$ cat config.mk
export PLATFORM = sky130hd
export DESIGN_NAME = overwriting_byte_ring_buffer
export DESIGN_NICKNAME = d
export VERILOG_FILES = /design/src/hdl/orbb_pkg.sv /design/src/hdl/orbb_ctrl.sv /design/src/hdl/orbb_dpath.sv /design/src/hdl/overwriting_byte_ring_buffer.sv
export SDC_FILE = /design/constraint.sdc
export NUM_CORES = 1
export LEC_CHECK = 0
export ABC_AREA = 1
export BUFFER_PORTS_ARGS = -buffer_cell sky130_fd_sc_hd__buf_2
export CAP_MARGIN = 20
export CELL_PAD_IN_SITES_DETAIL_PLACEMENT = 1
export CELL_PAD_IN_SITES_GLOBAL_PLACEMENT = 1
export CORE_AREA = 2 2 219 221
export DETAILED_ROUTE_END_ITERATION = 16
export DIE_AREA = 0 0 221 223
export HOLD_SLACK_MARGIN = 0.1
export PLACE_DENSITY_LB_ADDON = 0.1
export SYNTH_ARGS = -nofsm -noshare
export SYNTH_HDL_FRONTEND = slang
export SYNTH_SLANG_ARGS = --single-unit
$ cat constraint.sdc
create_clock -name clk -period 3.6 [get_ports clk]
set_input_delay 0.18 -clock clk [delete_from_list [all_inputs] [get_ports clk]]
set_output_delay 0.18 -clock clk [all_outputs]
set_load 0.01 [all_outputs]
$ cat src/hdl/orbb_pkg.sv
// ----------------------------------------------------------------------------
// orbb_pkg: shared types for the overwriting byte ring buffer
// Field widths, storage depth, the input mode code, controller states and the
// command and status groups between controller and datapath.
// ----------------------------------------------------------------------------
`default_nettype none

package orbb_pkg;

	localparam int unsigned BYTE_W  = 8;
	localparam int unsigned COUNT_W = 7;
	// storage bytes; fill and capacity fields are COUNT_W bits wide
	localparam int unsigned DEPTH   = 64;

	typedef enum logic {
		MODE_PUSH = 1'b0,
		MODE_POP  = 1'b1
	} mode_t;

	typedef enum logic [1:0] {
		ST_IDLE,
		ST_READ,
		ST_SHOW
	} state_t;

	// controller -> datapath
	typedef struct packed {
		logic push;   // store the input byte
		logic pop;    // load the run counter, take the run off the fill
		logic rd;     // read the oldest byte, advance the read position
	} cmd_t;

	// datapath -> controller
	typedef struct packed {
		logic run_zero;     // capped count of the waiting pop is zero
		logic remain_zero;  // no byte of the run is left to read
	} status_t;

endpackage

`default_nettype wire

$ cat src/hdl/orbb_ctrl.sv
// ----------------------------------------------------------------------------
// orbb_ctrl: sequencer of the ring buffer
// Accept words while idle, then step a pop run through read and show states.
// ----------------------------------------------------------------------------
`default_nettype none

module orbb_ctrl
	import orbb_pkg::*;
(
	input  wire logic    clk,
	input  wire logic    arst_n,
	input  wire logic    in_valid,
	input  wire logic    in_mode,
	output logic         in_ready,
	output logic         out_valid,
	input  wire logic    out_ready,
	input  wire status_t status,
	output cmd_t         cmd
);

	state_t state_q;
	state_t state_d;

	always_ff @(posedge clk or negedge arst_n) begin
		if (!arst_n) begin
			state_q <= ST_IDLE;
		end else begin
			state_q <= state_d;
		end
	end

	always_comb begin
		state_d   = state_q;
		cmd       = '0;
		in_ready  = 1'b0;
		out_valid = 1'b0;
		unique case (state_q)
			ST_IDLE: begin
				in_ready = 1'b1;
				if (in_valid) begin
					if (mode_t'(in_mode) == MODE_PUSH) begin
						cmd.push = 1'b1;
					end else if (!status.run_zero) begin
						cmd.pop = 1'b1;
						state_d = ST_READ;
					end
				end
			end
			ST_READ: begin
				cmd.rd  = 1'b1;
				state_d = ST_SHOW;
			end
			ST_SHOW: begin
				out_valid = 1'b1;
				if (out_ready) begin
					// fetch the next byte as the current one leaves
					if (status.remain_zero) begin
						state_d = ST_IDLE;
					end else begin
						cmd.rd = 1'b1;
					end
				end
			end
			default: begin
				state_d = ST_IDLE;
			end
		endcase
	end

endmodule

`default_nettype wire

$ cat src/hdl/orbb_dpath.sv
// ----------------------------------------------------------------------------
// orbb_dpath: storage and positions of the ring buffer
// Byte memory, read and write positions, fill count, capacity and run counter.
// ----------------------------------------------------------------------------
`default_nettype none

module orbb_dpath
	import orbb_pkg::*;
(
	input  wire logic               clk,
	input  wire logic               arst_n,
	input  wire cmd_t               cmd,
	output status_t                 status,
	input  wire logic               cfg_we,
	input  wire logic [COUNT_W-1:0] cfg_data,
	input  wire logic [BYTE_W-1:0]  push_byte,
	input  wire logic [COUNT_W-1:0] pop_count,
	output logic      [BYTE_W-1:0]  out_byte,
	output logic                    last_of_run,
	output logic      [COUNT_W-1:0] fill_after
);

	localparam int unsigned AW = (DEPTH > 1) ? $clog2(DEPTH) : 1;
	localparam int unsigned CW = (AW + 1 > COUNT_W) ? AW + 1 : COUNT_W;
	localparam logic [CW-1:0] DEPTH_CW = CW'(DEPTH);

	logic [BYTE_W-1:0]  mem [DEPTH];
	logic [BYTE_W-1:0]  rd_data_q;
	logic [AW-1:0]      rd_pos_q;
	logic [AW-1:0]      wr_pos_q;
	logic [COUNT_W-1:0] fill_q;
	logic [COUNT_W-1:0] cap_q;
	logic [COUNT_W-1:0] remain_q;
	logic [COUNT_W-1:0] run;
	logic [COUNT_W-1:0] cap_d;

	// step a position, wrap at the capacity in use
	function automatic logic [AW-1:0] advance(input logic [AW-1:0] pos,
	                                          input logic [COUNT_W-1:0] cap);
		logic [AW:0] nxt;
		nxt = {1'b0, pos} + {{AW{1'b0}}, 1'b1};
		if (CW'(nxt) >= CW'(cap)) begin
			return '0;
		end
		return nxt[AW-1:0];
	endfunction

	assign run = (pop_count > fill_q) ? fill_q : pop_count;

	always_comb begin
		if (cfg_data == '0) begin
			cap_d = COUNT_W'(1);
		end else if (CW'(cfg_data) > DEPTH_CW) begin
			cap_d = DEPTH_CW[COUNT_W-1:0];
		end else begin
			cap_d = cfg_data;
		end
	end

	always_ff @(posedge clk or negedge arst_n) begin
		if (!arst_n) begin
			rd_pos_q <= '0;
			wr_pos_q <= '0;
			fill_q   <= '0;
			remain_q <= '0;
			cap_q    <= DEPTH_CW[COUNT_W-1:0];
		end else if (cfg_we) begin
			cap_q    <= cap_d;
			rd_pos_q <= '0;
			wr_pos_q <= '0;
			fill_q   <= '0;
		end else begin
			if (cmd.push) begin
				wr_pos_q <= advance(wr_pos_q, cap_q);
				if (fill_q < cap_q) begin
					fill_q <= fill_q + COUNT_W'(1);
				end else begin
					// full: drop the oldest byte
					rd_pos_q <= advance(rd_pos_q, cap_q);
				end
			end
			if (cmd.pop) begin
				fill_q   <= fill_q - run;
				remain_q <= run;
			end
			if (cmd.rd) begin
				rd_pos_q <= advance(rd_pos_q, cap_q);
				remain_q <= remain_q - COUNT_W'(1);
			end
		end
	end

	always_ff @(posedge clk) begin
		if (cmd.push && !cfg_we) begin
			mem[wr_pos_q] <= push_byte;
		end
		if (cmd.rd) begin
			rd_data_q <= mem[rd_pos_q];
		end
	end

	assign status.run_zero    = (run == '0);
	assign status.remain_zero = (remain_q == '0);

	assign out_byte    = rd_data_q;
	assign last_of_run = (remain_q == '0);
	assign fill_after  = fill_q;

endmodule

`default_nettype wire

$ cat src/hdl/overwriting_byte_ring_buffer.sv
// ----------------------------------------------------------------------------
// overwriting_byte_ring_buffer: byte ring buffer that overwrites the oldest
// Circular byte store with a configurable capacity and run-based pops.
// ----------------------------------------------------------------------------
// Usage:
//   Input words arrive on s_*. tuser selects the kind: 0 pushes the byte in
//   tdata[7:0], 1 pops up to tdata[14:8] bytes. A push into a full buffer
//   overwrites the oldest byte. A pop is capped to the current fill; a pop
//   capped to zero yields nothing.
//   Each popped byte leaves on m_* as one word, oldest first: tdata[7:0] the
//   byte, tdata[14:8] the fill left after the whole pop, tlast on the final
//   byte of the run.
//   The cfg channel sets the capacity (0 reads as 1, above DEPTH as DEPTH)
//   and empties the buffer; write it only while the block is idle.
// Timing:
//   A push or an empty pop is taken in the idle state, which stays ready for
//   the next word. A pop of N bytes goes to the read state, where the memory
//   read is registered, then to the show state with its first byte; then one
//   byte per cycle while m_tready stays high. The next input word is taken
//   the cycle after the last byte leaves.
//   One memory read port sets the one-byte-per-cycle output rate while m_tready is high.
// Reset and stall:
//   arst_n empties the buffer and sets the capacity to DEPTH; stored bytes
//   are not cleared. A low m_tready holds the shown word and stops reads.
// ----------------------------------------------------------------------------
`default_nettype none

module overwriting_byte_ring_buffer
	import orbb_pkg::*;
(
	input  wire logic               clk,
	input  wire logic               arst_n,
	// configuration: capacity
	input  wire logic               cfg_valid,
	output logic                    cfg_ready,
	input  wire logic [COUNT_W-1:0] cfg_data,
	// input words
	input  wire logic               s_tvalid,
	output logic                    s_tready,
	input  wire logic [15:0]        s_tdata,   // [7:0] push_byte, [14:8] pop_count, [15] zero
	input  wire logic               s_tuser,   // [0] mode
	// output words
	output logic                    m_tvalid,
	input  wire logic               m_tready,
	output logic [15:0]             m_tdata,   // [7:0] out_byte, [14:8] fill_after, [15] zero
	output logic                    m_tlast    // last_of_run
);

	cmd_t               cmd;
	status_t            status;
	logic [BYTE_W-1:0]  out_byte;
	logic [COUNT_W-1:0] fill_after;

	// capacity writes are always taken
	assign cfg_ready = 1'b1;

	orbb_ctrl u_ctrl (
		.clk       (clk),
		.arst_n    (arst_n),
		.in_valid  (s_tvalid),
		.in_mode   (s_tuser),
		.in_ready  (s_tready),
		.out_valid (m_tvalid),
		.out_ready (m_tready),
		.status    (status),
		.cmd       (cmd)
	);

	orbb_dpath u_dpath (
		.clk         (clk),
		.arst_n      (arst_n),
		.cmd         (cmd),
		.status      (status),
		.cfg_we      (cfg_valid),
		.cfg_data    (cfg_data),
		.push_byte   (s_tdata[7:0]),
		.pop_count   (s_tdata[14:8]),
		.out_byte    (out_byte),
		.last_of_run (m_tlast),
		.fill_after  (fill_after)
	);

	assign m_tdata = {1'b0, fill_after, out_byte};

endmodule

`default_nettype wire
* Yosys cells after proc, flatten, opt, wreduce, memory -nomap -nowiden
Memories as Yosys holds them, arrays and structs flattened. A register that Yosys moved wholly into a read port is not among the register bits.
Cells that the tools add are included.
** Storage, ports and cells
- Output and inout bits :: 20
- Memory bits (writable) :: 512
- Bits in latches :: 0
- Input bits :: 29
- Memory bits (read-only) :: 0
- Register bits after elaboration :: 35
- Logic and storage cells :: 88
- Memories kept :: 1
** Memories
- u_dpath.mem :: depth 64, width 8, read ports 1, clocked after Yosys merged registers in 1, wr ports 1, line orbb_dpath.sv:27 : logic [BYTE_W-1:0] mem [DEPTH];
** Operators by class
- Reduce and logical (&&, ||, !) cells :: 15
- Mux-type cells :: 47
- Bitwise operators :: 1
- Shift operators :: 0
- Multiply operators :: 0
- Magnitude comparators :: 5
- Equal/unequal tests :: 8
- Div/mod/pow operators :: 0
- Add/sub/neg operators :: 5
** Operators with widths (count)
- 6-bit two-way mux :: 11
- 7-bit two-way mux :: 9
- 7-bit logical NOT :: 3
- 1-bit two-way mux :: 18
- 6-bit by 1-bit adder with 7-bit output, second input constant :: 2
- 7-bit >= comparator :: 2
- 2-bit two-way mux :: 7
- 2-bit != test, second input constant :: 5
- 3-bit nonzero test :: 3
- 7-bit by 1-bit adder with 7-bit output, second input constant :: 1
- 7-bit > comparator :: 1
- 7-bit > comparator, second input constant :: 1
- 7-bit < comparator :: 1
- 7-bit by 1-bit subtractor with 7-bit output, second input constant :: 1
- 7-bit subtractor :: 1
- 2-bit one-hot mux with 3 select lines :: 1
- 2-bit AND reduction :: 3
- 5-bit AND reduction :: 1
- 2-bit nonzero test :: 2
- 3-bit != test, second input constant :: 1
- 2-bit by 1-bit == test with 1-bit output, second input constant :: 1
- 2-bit == test, second input constant :: 1
- 2-bit logical NOT :: 1
- 1-bit one-hot mux with 2 select lines :: 1
- 3 further kinds :: 3

* Logic depth before layout (Yosys ltp)
- Depth in word-level cells :: 14
- Depth in mapped cells :: 29

* Modules after synthesis
From an unflattened synthesis, not the netlist that was laid out.
** Second synthesis, totals
- Cell total of the unflattened synthesis :: 1990
- Area total of the unflattened synthesis :: 23759.0 µm²
** Modules (own cells, without submodules)
- orbb_dpath :: times used 1, seq. area each 16442.0 µm², cells each 1958, area each 23528.8 µm²
- orbb_ctrl :: times used 1, seq. area each 50.0 µm², cells each 28, area each 207.7 µm²
- overwriting_byte_ring_buffer :: times used 1, seq. area each 0.0 µm², cells each 4, area each 22.5 µm²

* Worst setup path after synthesis
Ideal clock, no wire load.
- Path type :: register to register
- Start :: reg u_dpath.fill_q[5], in the netlist u_dpath.fill_after[5]
- End :: reg u_dpath.fill_q[6], in the netlist u_dpath.fill_after[6]
- Buffers on the path :: 0
- Required time :: 3483 ps
- Arrival time :: 3276 ps
- Setup slack :: 207 ps
- Stages on the path, launching flop included :: 27
- Cells stage by stage :: dfrtp_1 > inv_1 > ha_1 > nand2_2 > inv_1 > a21oi_4 > nand2_4 > nand2_4 > nand2_1 > o21ai_2 > nor2_2 > nand2_4 > nand3_1 > ha_1 > fa_1 > nand3b_1 > nand2_1 > nand2_1 > nand2_1 > a21oi_1 > or2_2 > nand2_1 > inv_1 > nand2_1 > nand2_1 > nand2_1 > nand2_1
** Between the ends
- Word-level cells in the longest chain between the ends :: 9
** RTL lines
- start: declaration :: line orbb_dpath.sv:31 : logic [COUNT_W-1:0] fill_q;
- start signal: assignment :: line orbb_dpath.sv:76 : fill_q <= fill_q + COUNT_W'(1);
- start signal: assignment :: line orbb_dpath.sv:83 : fill_q <= fill_q - run;
- 7-bit > comparator :: line orbb_dpath.sv:48 : assign run = (pop_count > fill_q) ? fill_q : pop_count;
- 7-bit two-way mux :: line orbb_dpath.sv:48
- 7-bit logical NOT :: line orbb_dpath.sv:102 : assign status.run_zero = (run == '0);
- 1-bit two-way mux :: line orbb_ctrl.sv:43 : end else if (!status.run_zero) begin
- 1-bit two-way mux :: line orbb_ctrl.sv:41 : if (mode_t'(in_mode) == MODE_PUSH) begin
- 2-bit two-way mux :: line orbb_ctrl.sv:40 : if (in_valid) begin
- 2-bit two-way mux :: line orbb_ctrl.sv:37 : unique case (state_q)
- 3-bit nonzero test (no source line) / 7-bit two-way mux (equally long branches)
- 2-bit AND reduction (no source line) / 7-bit two-way mux (equally long branches)
Parallel ways exist; a longest one is shown, timed or not. The select of a mux whose other input is x is not followed.
A chain may end at the register's enable or synchronous reset.

* Final worst setup path
- Start :: reg u_dpath.fill_q[6], in the netlist u_dpath.fill_after[6]
- End :: reg u_ctrl.state_q[1]
** Between the ends
- Word-level cells in the longest chain between the ends :: 5
** RTL lines
- 7-bit > comparator :: line orbb_dpath.sv:48
- 7-bit two-way mux (*) :: line orbb_dpath.sv:48
- 7-bit logical NOT (*) :: line orbb_dpath.sv:102
- 2-bit != test (no source line) (*)
- 5-bit AND reduction (no source line) (*)
- end signal: assignment :: line orbb_ctrl.sv:28 : state_q <= state_d;
- end: declaration :: line orbb_ctrl.sv:21 : state_t state_q;
Every way passes the cells marked *; elsewhere a longest branch is shown, timed or not.

==> impl_metrics.ini <==
[setup_path]
cp-start-kind = flop
worst-setup-path-type = reg2reg
required_ns = 4.15
crit_arrival_ns = 4.00
worstPathMaxFanout = 7
end_kind = flop

[logic_synthesis]
synthCells = 1985
yosys_most_used_dff = edfxtp_1
ys_seq_area_frac = 0.699
syn_area_um2 = 23600
synth_top_family_by_area = compound AO/OA/AOI/OAI gates
synthTopCellsByCount = edfxtp_1 (520), nor2_1 (410), o21ai_0 (296), o22ai_1 (159), nand2_1 (134)
synth_area_leader_cell = edfxtp_1
async_flop_share = 0.0631
synth_area_leaders = edfxtp_1 (66%), nor2_1 (6.5%), o21ai_0 (6.3%)
yosys-mux-area-fraction = 0.000424
synth_compound_area_frac = 0.133
synth-seq-cells = 555
synthAdderAreaFrac = 0.0221
synth_top_area_share = 0.662
synth-edff-count = 520
synth_most_common_cell = edfxtp_1
syn_nets = 2055
synth-simple-area-share = 0.108
yosysWarnings = 0
synthXorXnorAreaFrac = 0.00483
syn_avg_cell_area_um2 = 11.9
ys_types = 47

[sta]
period_share = 0.957
setup_tns_ns = 0
clock.fmax_mhz = 290
timing.final.crit_period_ns = 3.45
fin_skew_ns = 0.0184
finalSetupViolations = 0
finalHoldViolCount = 0
slew_headroom = 0.323
worst_slew_pin_slew_ns = 1.02
report.final.slew_viol_count = 0
holdWs_ns = 0.156

[global_route]
grt_pass1_wl_mm = 103
overflow = 0
grt_pass1_vias = 16981
antenna_found_initial = 2
grtUsageTotal = 0.274
grt_max_degree = 131

[routing]
dr.pass1.iters = 5
drc = 0
vias = 16400
first_iter_violations = 1393
vias_per_cell = 5.86
drt-total-wl_mm = 67.9
ant_nets = 0
wl_per_cell_um = 24.3

[clocking]
htreeDepth = 2
clk_latency_ns = 0.62
path_clk_slew_ns = 0.06
cts_buffers = 58
cts.sinks = 555
cts_tree = built
cts_root_buffer = clkbuf_16
clock_path_buffers = 3

[floorplan]
core_area_um2 = 47100
die-area_um2 = 49300
initial_utilization = 0.500
die_h_um = 223
die_w_um = 221
row_count = 80
ioPinCount = 49

[power_and_ir_drop]
power_leakage_nw = 9.74
cellPowerDensity_nw_per_um2 = 710
ir_drop_mv = 0.422
totalPowerFinal_mw = 19.5

[final_layout]
final_cells = 2797
area_delta_synth_final_pct = 16.5
final_nets = 2202
post-route-util = 0.583
drive_above_1_share = 0.153

[place]
place_congestion = 0.828
io_buffers = 45
dp.final_hpwl_mm = 42.1
place_inst = 2652

[flow_run]
max-cap-violations = 0

[hold_path]
hold_class = in2reg

[status]
outcome = completed
-- logic make-up (layout without fill, tap and decap cells) --
| kind of cell | after synthesis | after routing |
|---|---|---|
| AOI/OAI and AO/OA | 564 | 564 |
| xor gates and xnor gates | 13 | 13 |
| adders and majority gates | 41 | 41 |
| buffers and inverters | 187 | 383 |
| DFF | 555 | 555 |
| muxes | 1 | 1 |
| other | 2 | 3 |
| and+or+nand+nor | 622 | 622 |
-- state kept, by name, summed over array words and instances, names as in the netlist --
register            cells
u_dpath.mem           512
u_dpath.out_byte        8
u_dpath.cap_q           7
u_dpath.fill_after      7
u_dpath.remain_q        7
u_dpath.rd_pos_q        6
u_dpath.wr_pos_q        6
u_ctrl.state_q          2
-- cells in the final DEF, fill, tap and decap left out, types with 26 or more instances in the layout --
cell type and n:
edfxtp_1 520, nor2_1 409, o21ai_0 295, o22ai_1 159
nand2_1 126, buf_4 124, clkbuf_16 59, inv_1 57
o21ai_1 48, buf_2 45, ha_1 34, nand3_1 31
dfrtp_1 30, o21bai_1 28, dlygate4sd3_1 26
-- routing by layer --
metal | global-route usage | part of all wire
met4 | 0.0745 | 0.022
met5 | 0 | 0
met3 | 0.0435 | 0.062
met2 | 0.452 | 0.48
met1 | 0.381 | 0.43
-- stage by stage --
step           setup slack (ns)  area (um2)
6_report                  0.153       27500
5_1_grt                 -0.0518       27500
4_1_cts                 0.00506       27300
3_5_place_dp            -0.0381       25200
3_3_place_gp             0.0481       25200
2_1_floorplan             0.207       23600
-- worst paths after layout --
kind | startpoint | to | slack (ns) | cells after the start
max | u_dpath.fill_after[6]$_DFFE_PN0P_ | u_ctrl.state_q[1]$_DFFE_PN0P_ | 0.15 | 19
min | s_tdata[3] | u_dpath.mem[15][3]$_DFFE_PP_ | 0.16 | 1
max reg2reg | u_dpath.fill_after[6]$_DFFE_PN0P_ | u_ctrl.state_q[1]$_DFFE_PN0P_ | 0.15 | 19
min reg2reg | u_dpath.remain_q[0]$_DFFE_PN0P_ | u_dpath.remain_q[0]$_DFFE_PN0P_ | 0.48 | 2
max in group asynchronous | arst_n | u_dpath.rd_pos_q[1]$_DFFE_PN0P_ | 2.71 | 2
min in group asynchronous | arst_n | u_dpath.cap_q[2]$_DFFE_PN0P_ | 0.23 | 2
-- power breakdown --
group / internal, mW / switching (mW)
clock: 3.29 / 2.52
sequential: 7.23 / 0.215
combinational: 2.00 / 4.27
total: 12.5 / 7.00
-- final cells by class --
type	count	area (um2)
well taps	615	769
inverters	69	265
diodes	1	2.50
fillers	4820	19600
flip-flops and latches	555	16500
clock inverters	41	325
repair buffers	205	1620
multi-input cells	1243	6510
clock buffers	68	1510
-- repair_timing --
action / 4_1_cts / 5_1_grt
setup endpoints to repair: 1 / 3
cloned: 0 / 0
pin swaps: 3 / 16
endpoints found under the hold margin: 49 / 0
resized for setup: 3 / 37
hold buffers: 26 / 0
buffers inserted: 1 / 8
-- worst max-delay path, stage by stage, from the launching register on --
cell and delay (ns):
dfrtp_1 0.36, inv_2 0.06, ha_4 0.27, nand2_4 0.06
nor2_4 0.16, nand4_4 0.21, nand2_8 0.17, nand2_4 0.06
nand2_2 0.07, nand2_1 0.06, nor2_2 0.14, nand2_4 0.10
buf_4 0.15, nand3_1 0.06, nand2_1 0.07, dlygate4sd3_1 0.59
nand2_1 0.10, nand2_1 0.07, nand2_1 0.06, dlygate4sd3_1 0.54
No activity file was read; power rests on OpenSTA's default activity.
